$ cat src/hdl/gtr_pkg.sv
// Shared types, codes and helper functions for the graph traversal block.
package gtr_pkg;

	// Field widths of the request and result beats
	localparam int REQ_W  = 2;
	localparam int VTX_W  = 5;
	localparam int STEP_W = 6;

	// Configuration port
	localparam int CFG_IDX_W = 2;
	localparam int CFG_W     = 6;
	localparam logic [CFG_IDX_W-1:0] REG_VERTEX_COUNT   = 2'd0;
	localparam logic [CFG_IDX_W-1:0] REG_TRAVERSAL_MODE = 2'd1;
	localparam logic [CFG_W-1:0]     VERTEX_COUNT_RST   = 6'd32;

	// Neighbor scan works on groups of this many row bits
	localparam int GRP_W  = 8;
	localparam int GRP_BW = 3;

	typedef enum logic [REQ_W-1:0] {
		REQ_CLEAR = 2'd0,
		REQ_EDGE  = 2'd1,
		REQ_START = 2'd2
	} gtr_req_e_t;

	typedef enum logic [3:0] {
		ST_IDLE,
		ST_DECODE,
		ST_EDGE_RA,
		ST_EDGE_WA,
		ST_EDGE_RB,
		ST_EDGE_WB,
		ST_BAD,
		ST_DFS_INIT,
		ST_DFS_POP,
		ST_DFS_CHK,
		ST_BFS_INIT,
		ST_BFS_DEQ,
		ST_BFS_CHK,
		ST_ROW_LOAD,
		ST_SCAN,
		ST_FINISH
	} gtr_state_t;

	// Commands from the controller to the datapath
	typedef struct packed {
		logic latch;
		logic clr_graph;
		logic edge_rd_a;
		logic edge_wr_a;
		logic edge_rd_b;
		logic edge_wr_b;
		logic trav_init;
		logic bad_out;
		logic dfs_init;
		logic pop;
		logic visit;
		logic bfs_init;
		logic deq;
		logic row_rd;
		logic row_load;
		logic take;
		logic grp_step;
		logic finish;
	} gtr_cmd_t;

	// Status from the datapath to the controller
	typedef struct packed {
		gtr_req_e_t req;
		logic       mode;
		logic       edge_ok;
		logic       start_bad;
		logic       sp_zero;
		logic       q_empty;
		logic       cur_seen;
		logic       emit_ok;
		logic       out_free;
		logic       take_ok;
		logic       grp_hit;
		logic       grp_last;
		logic       pend_valid;
	} gtr_stat_t;

	// Position of the highest set bit of a group
	function automatic logic [GRP_BW-1:0] hi_bit8(input logic [GRP_W-1:0] v);
		logic [GRP_BW-1:0] r;
		r = '0;
		for (int i = 0; i < GRP_W; i++) begin
			if (v[i]) r = GRP_BW'(i);
		end
		return r;
	endfunction

	// Position of the lowest set bit of a group
	function automatic logic [GRP_BW-1:0] lo_bit8(input logic [GRP_W-1:0] v);
		logic [GRP_BW-1:0] r;
		r = '0;
		for (int i = GRP_W - 1; i >= 0; i--) begin
			if (v[i]) r = GRP_BW'(i);
		end
		return r;
	endfunction

endpackage

$ cat src/hdl/gtr_ctrl.sv
// Controller state machine: sequences requests, traversals and the result beats.
module gtr_ctrl (
	input  logic              clk,
	input  logic              arst_n,
	input  logic              in_valid,
	output logic              in_ready,
	input  gtr_pkg::gtr_stat_t stat,
	output gtr_pkg::gtr_cmd_t  cmd
);
	import gtr_pkg::*;

	gtr_state_t state_q;
	gtr_state_t state_d;

	// State register
	always_ff @(posedge clk or negedge arst_n) begin
		if (!arst_n) state_q <= ST_IDLE;
		else state_q <= state_d;
	end

	// Next state
	always_comb begin
		state_d = state_q;
		case (state_q)
			ST_IDLE: begin
				if (in_valid) state_d = ST_DECODE;
			end
			ST_DECODE: begin
				case (stat.req)
					REQ_EDGE: state_d = stat.edge_ok ? ST_EDGE_RA : ST_IDLE;
					REQ_START: begin
						if (stat.start_bad) state_d = ST_BAD;
						else if (stat.mode) state_d = ST_BFS_INIT;
						else state_d = ST_DFS_INIT;
					end
					default: state_d = ST_IDLE;
				endcase
			end
			ST_EDGE_RA: state_d = ST_EDGE_WA;
			ST_EDGE_WA: state_d = ST_EDGE_RB;
			ST_EDGE_RB: state_d = ST_EDGE_WB;
			ST_EDGE_WB: state_d = ST_IDLE;
			ST_BAD: begin
				if (stat.out_free) state_d = ST_IDLE;
			end
			ST_DFS_INIT: state_d = ST_DFS_POP;
			ST_DFS_POP: state_d = stat.sp_zero ? ST_FINISH : ST_DFS_CHK;
			ST_DFS_CHK: begin
				if (stat.cur_seen) state_d = ST_DFS_POP;
				else if (stat.emit_ok) state_d = ST_ROW_LOAD;
			end
			ST_BFS_INIT: begin
				if (stat.emit_ok) state_d = ST_BFS_DEQ;
			end
			ST_BFS_DEQ: state_d = stat.q_empty ? ST_FINISH : ST_BFS_CHK;
			ST_BFS_CHK: state_d = ST_ROW_LOAD;
			ST_ROW_LOAD: state_d = ST_SCAN;
			ST_SCAN: begin
				if (!stat.grp_hit && stat.grp_last) begin
					state_d = stat.mode ? ST_BFS_DEQ : ST_DFS_POP;
				end
			end
			ST_FINISH: begin
				if (stat.out_free) state_d = ST_IDLE;
			end
			default: state_d = ST_IDLE;
		endcase
	end

	// Command outputs
	always_comb begin
		cmd = '0;
		case (state_q)
			ST_IDLE: cmd.latch = in_valid;
			ST_DECODE: begin
				cmd.clr_graph = (stat.req == REQ_CLEAR);
				cmd.trav_init = (stat.req == REQ_START);
			end
			ST_EDGE_RA: cmd.edge_rd_a = 1'b1;
			ST_EDGE_WA: cmd.edge_wr_a = 1'b1;
			ST_EDGE_RB: cmd.edge_rd_b = 1'b1;
			ST_EDGE_WB: cmd.edge_wr_b = 1'b1;
			ST_BAD: cmd.bad_out = stat.out_free;
			ST_DFS_INIT: cmd.dfs_init = 1'b1;
			ST_DFS_POP: cmd.pop = !stat.sp_zero;
			ST_DFS_CHK: cmd.visit = !stat.cur_seen && stat.emit_ok;
			ST_BFS_INIT: cmd.bfs_init = stat.emit_ok;
			ST_BFS_DEQ: cmd.deq = !stat.q_empty;
			ST_BFS_CHK: cmd.row_rd = 1'b1;
			ST_ROW_LOAD: cmd.row_load = 1'b1;
			ST_SCAN: begin
				cmd.take     = stat.grp_hit && stat.take_ok;
				cmd.grp_step = !stat.grp_hit && !stat.grp_last;
			end
			ST_FINISH: cmd.finish = stat.out_free;
			default: cmd = '0;
		endcase
	end

	assign in_ready = (state_q == ST_IDLE);

	// A traversal always ends with a held visit to flag as the last one
	a_finish_pend: assert property (@(posedge clk) disable iff (!arst_n)
		state_q == ST_FINISH |-> stat.pend_valid)
		else $error("finish without a held visit");

	// A latched request is always followed by its decode
	a_decode_after_latch: assert property (@(posedge clk) disable iff (!arst_n)
		cmd.latch |=> state_q == ST_DECODE)
		else $error("request latch not followed by decode");

	// A visit is issued only for a vertex that is not yet marked
	a_visit_unseen: assert property (@(posedge clk) disable iff (!arst_n)
		cmd.visit |-> !stat.cur_seen)
		else $error("visit of an already visited vertex");
endmodule

$ cat config.mk
export PLATFORM = sky130hd
export DESIGN_NAME = gtr_ctrl
export DESIGN_NICKNAME = d
export VERILOG_FILES = /design/src/hdl/gtr_pkg.sv /design/src/hdl/gtr_ctrl.sv
export SDC_FILE = /design/constraint.sdc
export NUM_CORES = 1
export LEC_CHECK = 0
export BUFFER_PORTS_ARGS = -buffer_cell sky130_fd_sc_hd__buf_2
export CORE_MARGIN = 2
export CORE_UTILIZATION = 41
export DETAILED_ROUTE_END_ITERATION = 6
export PLACE_DENSITY = 0.77
export REMOVE_ABC_BUFFERS = 1
export SYNTH_ARGS = -nofsm -noshare
export SYNTH_HDL_FRONTEND = slang
export SYNTH_SLANG_ARGS = --single-unit
$ cat constraint.sdc
create_clock -name clk -period 1.8 [get_ports clk]
set_input_delay 0.36 -clock clk [delete_from_list [all_inputs] [get_ports clk]]
set_output_delay 0.36 -clock clk [all_outputs]
set_load 0.005 [all_outputs]
Word level (Yosys, flattened, before mapping)
Index checks and enable logic that the tools add are counted.
Widths: inputs -> output; s select.
{ "totals": {"register_bits": 4, "input_bits": 17, "out_inout_bits": 19, "wordCells": 67} }
{ "op_classes": {"eq_ne": 22, "muxes": 31, "reduce_logical": 13} }
{ "op_table": {"columns": ["operator", "n"], "rows": [
  ["$pmux 4 s15", 1],
  ["$eq 4x4->1 const B", 8],
  ["$mux 4", 8],
  ["$eq 4x3->1 const B", 4],
  ["$mux 1", 16],
  ["$eq 4x2->1 const B", 2],
  ["$mux 2", 4],
  ["$pmux 4 s2", 1],
  ["$ne 2x2->1 const B", 3],
  ["$logic_not 1->1", 5],
  ["$reduce_and 5->1", 1],
  ["$eq 4x1->1 const B", 1],
  ["$logic_and 1x1->1", 4],
  ["$logic_not 4->1", 1],
  ["$mux 3", 1],
  ["$ne 3x3->1 const B", 1],
  ["$eq 2x1->1 const B", 1],
  ["$eq 2x2->1 const B", 1],
  ["$logic_not 2->1", 1],
  ["$ne 2x1->1 const B", 1],
  ["$reduce_or 2->1", 1]
]} }

Depth between registers and ports, before layout
{ "logic_depth": {"ltp_word": 4, "mapped_depth": 6, "ltp_nobuf": 6} }

Worst setup path before layout
OpenSTA, ideal clock, no wires.
{ "synth_path": {"kind": "reg2out", "from": "register state_q[0]", "to": "output port cmd[17] (netlist bit)", "arrival_ns": 1.271, "t_required_ns": 1.440, "path_slack_ns": 0.169, "path_stages_with_launch": 5, "path_buffers": 1, "cell_sequence": "dfrtp_1 > buf_2 > or2_2 > nor3_1 > and2_1"} }
{ "synth_rtl": {"columns": ["item", "line_no", "rtl"], "rows": [
  ["start: declaration", "gtr_ctrl.sv:12", "gtr_state_t state_q;"],
  ["start signal: assignment", "gtr_ctrl.sv:18", "else state_q <= state_d;"],
  ["end: declaration", "gtr_ctrl.sv:8", "output gtr_pkg::gtr_cmd_t cmd"]
]} }

==> run summary <==
=====================================================================================
Largest vdd supply drop                                                     0.5925 mV
Count of maximum capacitance violations                                             0
Ant. Diodes                                                                         0
Number of I/O port buffers                                                         34
Fraction of the mapped netlist area in compound gates                          25.53%
Clock period minus final worst setup slack                                   1.730 ns
Source of the critical timing path                                       state_q[2]$_DFFE_PN0P_
Commonest cells after routing, fill and taps aside                       buf_2, nor2_1, inv_1, nor3_1
Clock net sink count                                                                4
Number of failing hold endpoints at the final stage                                 0
Worst-path fanout max                                                              10
Total core area                                                              1318 um2
Post-Route Setup TNS                                                             0 ns
Actual transition at the worst max-transition pin                           0.3692 ns
Number of nets in the layout                                                      147
Total CTS buffers                                                                   3
Setup Crit Path Kind                                                     flop to output pin
Combinational family with the most area after synthesis                  simple AND/OR/NAND/NOR gates
Cell area power density                                                   1428 nW/um2
Worst-case clock buffer depth                                                       2
Area enclosed by the die boundary                                            1753 um2
Result of the run                                                        finished, final reports clean
Synthesized netlist cell count                                                     86
Largest net degree at the start of global routing                                  16
Unrepaired setup endpoints after global routing                                    no
Share of cell area taken by muxes after synthesis                              1.915%
Global-route usage over all layers                                             20.38%
Fmax                                                                        578.0 MHz
Endpoint of the worst register-to-register path                          state_q[1]$_DFFE_PN0P_
Post-route cell area                                                        859.6 um2
Number of fill cells in the layout                                                109
Post-synthesis share of cell area spent on and, or, nand and nor gates         40.85%
Average cell area after synthesis                                           6.838 um2
Placed cell areas                                                           784.5 um2
Mean number of vias per cell                                                    5.693
Final slew viol count                                                               0
Vias                                                                              797
Registers with the highest flip-flop counts                                state_q x4
Residual antenna-violating net count after detailed routing                         0
Number of iterations in the first detailed-routing pass                             7
Clock tree skew after final layout                                        0.004197 ns
Latest clock arrival within the worst-skew pair                               0.23 ns
Routability cong.                                                              0.8583
Number of design rule violations left after detail routing                          0
Total power of the final layout                                            0.001227 W
XOR/XNOR Fraction of Synth Area                                                    0%
Mean routed wirelength per cell                                              12.86 um
Global-route congestion overflow total                                              0
H-Tree Depth                                                                        1
Register bank with the most flops                                             state_q
Starting density of the core                                                   44.63%
Number of antenna violations at the first check in global routing                   0
HPWL reported at the end of detailed placement                                1349 um
Critical Path Start Type                                                         flop
Via count of the first global-routing pass                                        719
Number of standard-cell rows in the floorplan                                      13
Final count of negative-setup-slack endpoints                                       0
Die H                                                                        41.87 um
Reg2reg setup slack                                                           0.16 ns
Area of the mapped netlist                                                  588.1 um2
Hold Path Class                                                          primary input to asynchronous set/reset pin
Worst R2R Path Depth                                                                4
Launching point of the worst reg2reg path                                state_q[1]$_DFFE_PN0P_
Period utilization                                                             96.12%
Sequential cell area                                                        105.1 um2
Proportion of layout cells with a drive suffix above 1                         43.20%
CTS root buffer                                                              clkbuf_4
TritonCTS clock tree                                                              yes
Width of the die                                                             41.87 um
Ports                                                                              36
Register bit count reported by yosys                                                4
Number of distinct library cells after synthesis                                   33
Routed wire length                                                            1800 um
Adder-cell share of the synthesized area                                       6.383%
Yosys synthesis warning count                                                       0
Most common library cell in the layout ignoring fill and taps                   buf_2
Proportion of synthesized chip area in sequential cells                        17.02%
Number of flip-flops under the largest register name                                4
Area occupied by multi-input gates                                          461.7 um2
Clock slew at reported path FFs                                               0.04 ns
Initial detailed-routing violation count                                           19
Wire length of the first global-routing pass                                  2835 um
Worst endpoint required time                                                  1.44 ns
LEAKAGE                                                                     0.4538 nW
Slew headroom                                                                  75.13%
Area growth from synthesis to layout                                           46.17%
CP Data Arrival Time                                                          1.37 ns
Endpoint kind of the worst setup timing path                               output pin
Utilization of the core after routing                                          65.24%
=====================================================================================
logic make-up after synthesis:
family          Yosys count
mux                       1
simple gates             44
fa+ha+maj                 3
flops                     4
compound gates           22
buf+inv                  12
where the power goes:
group          switching [W]  internal (W)
logic               0.000435      0.000413
clock network      0.0000318     0.0000742
registers           0.000125      0.000148
total               0.000592      0.000635
routing by layer:
layer | global-route usage [%] | vias to the layer above | routed length, um | part of all wire, %
li1 | - | 387 | - | -
met2 | 37.19 | 44 | 906 | 50
met5 | 0 | - | 0 | 0
met4 | 7.742 | 0 | 25 | 1.4
met1 | 23.75 | 362 | 732 | 41
met3 | 2.609 | 4 | 136 | 7.6
cell type report:
| type | instances | share of cell area, % |
|---|---|---|
| inverters | 7 | 3.057 |
| flip-flops and latches | 4 | 12.23 |
| repair buffers | 41 | 26.20 |
| well taps | 15 | 2.183 |
| multi-input cells | 70 | 53.71 |
| clock buffers | 3 | 2.620 |
stage by stage:
stage / hold slack, ns / setup slack (ns) / cells
after global routing: 0.4645 / 0.006930 / 140
after detailed placement: 0.1640 / 0.1686 / 134
final: 0.4609 / 0.06982 / 140
after floorplan: 0.06441 / 0.2234 / 81
after global placement: 0.1636 / 0.1785 / 134
after CTS: 0.4494 / 0.02606 / 138
worst max path at each step:
stage / to / slack [ns] / cells after the start
finish: cmd[8] / 0.07 / 4
detailed placement: state_q[1]$_DFFE_PN0P_ / 0.17 / 5
CTS: cmd[1] / 0.03 / 4
floorplan: state_q[0]$_DFFE_PN0P_ / 0.22 / 4
global route: cmd[11] / 0.007 / 5
global placement: state_q[1]$_DFFE_PN0P_ / 0.18 / 5
cells in the mapped netlist, drive strengths merged:
master	instances	share of area (%)
a211o	2	3.0
a21o	1	1.3
a21oi	6	5.1
a222oi	1	1.7
a2bb2oi	1	1.5
a31oi	5	5.3
and2	2	2.1
and3	2	3.0
and3b	1	1.5
buf	4	3.2
clkbuf	1	0.64
dfrtp	4	17
ha	3	6.4
inv	7	4.5
mux2	1	1.9
nand2	4	2.6
nand2b	4	4.3
nand3	3	2.6
nand3b	1	1.3
nor2	9	5.7
nor2b	5	5.3
nor3	9	7.7
nor3b	1	1.3
nor4	1	1.1
o21ai	2	1.7
o2bb2ai	1	1.5
o31a	1	1.5
o31ai	1	1.3
o32a	1	1.7
or2	1	1.1
or3b	1	1.5
timing repair:
item | CTS | global route
pin swaps | 0 | 0
cloned | 0 | 0
setup endpoints to repair | 5 | 7
hold buffers | 1 | 0
gates resized for setup | 5 | 5
buffers inserted | 0 | 2
hold endpoints to repair | 4 | 0
worst max-delay path, cell delays in order, from the launching register on:
cell      delay (ns)
dfrtp_2         0.47
buf_4           0.17
nand2b_1        0.19
nor3_1          0.17
buf_2           0.14
(Power assumes the default switching activity.)
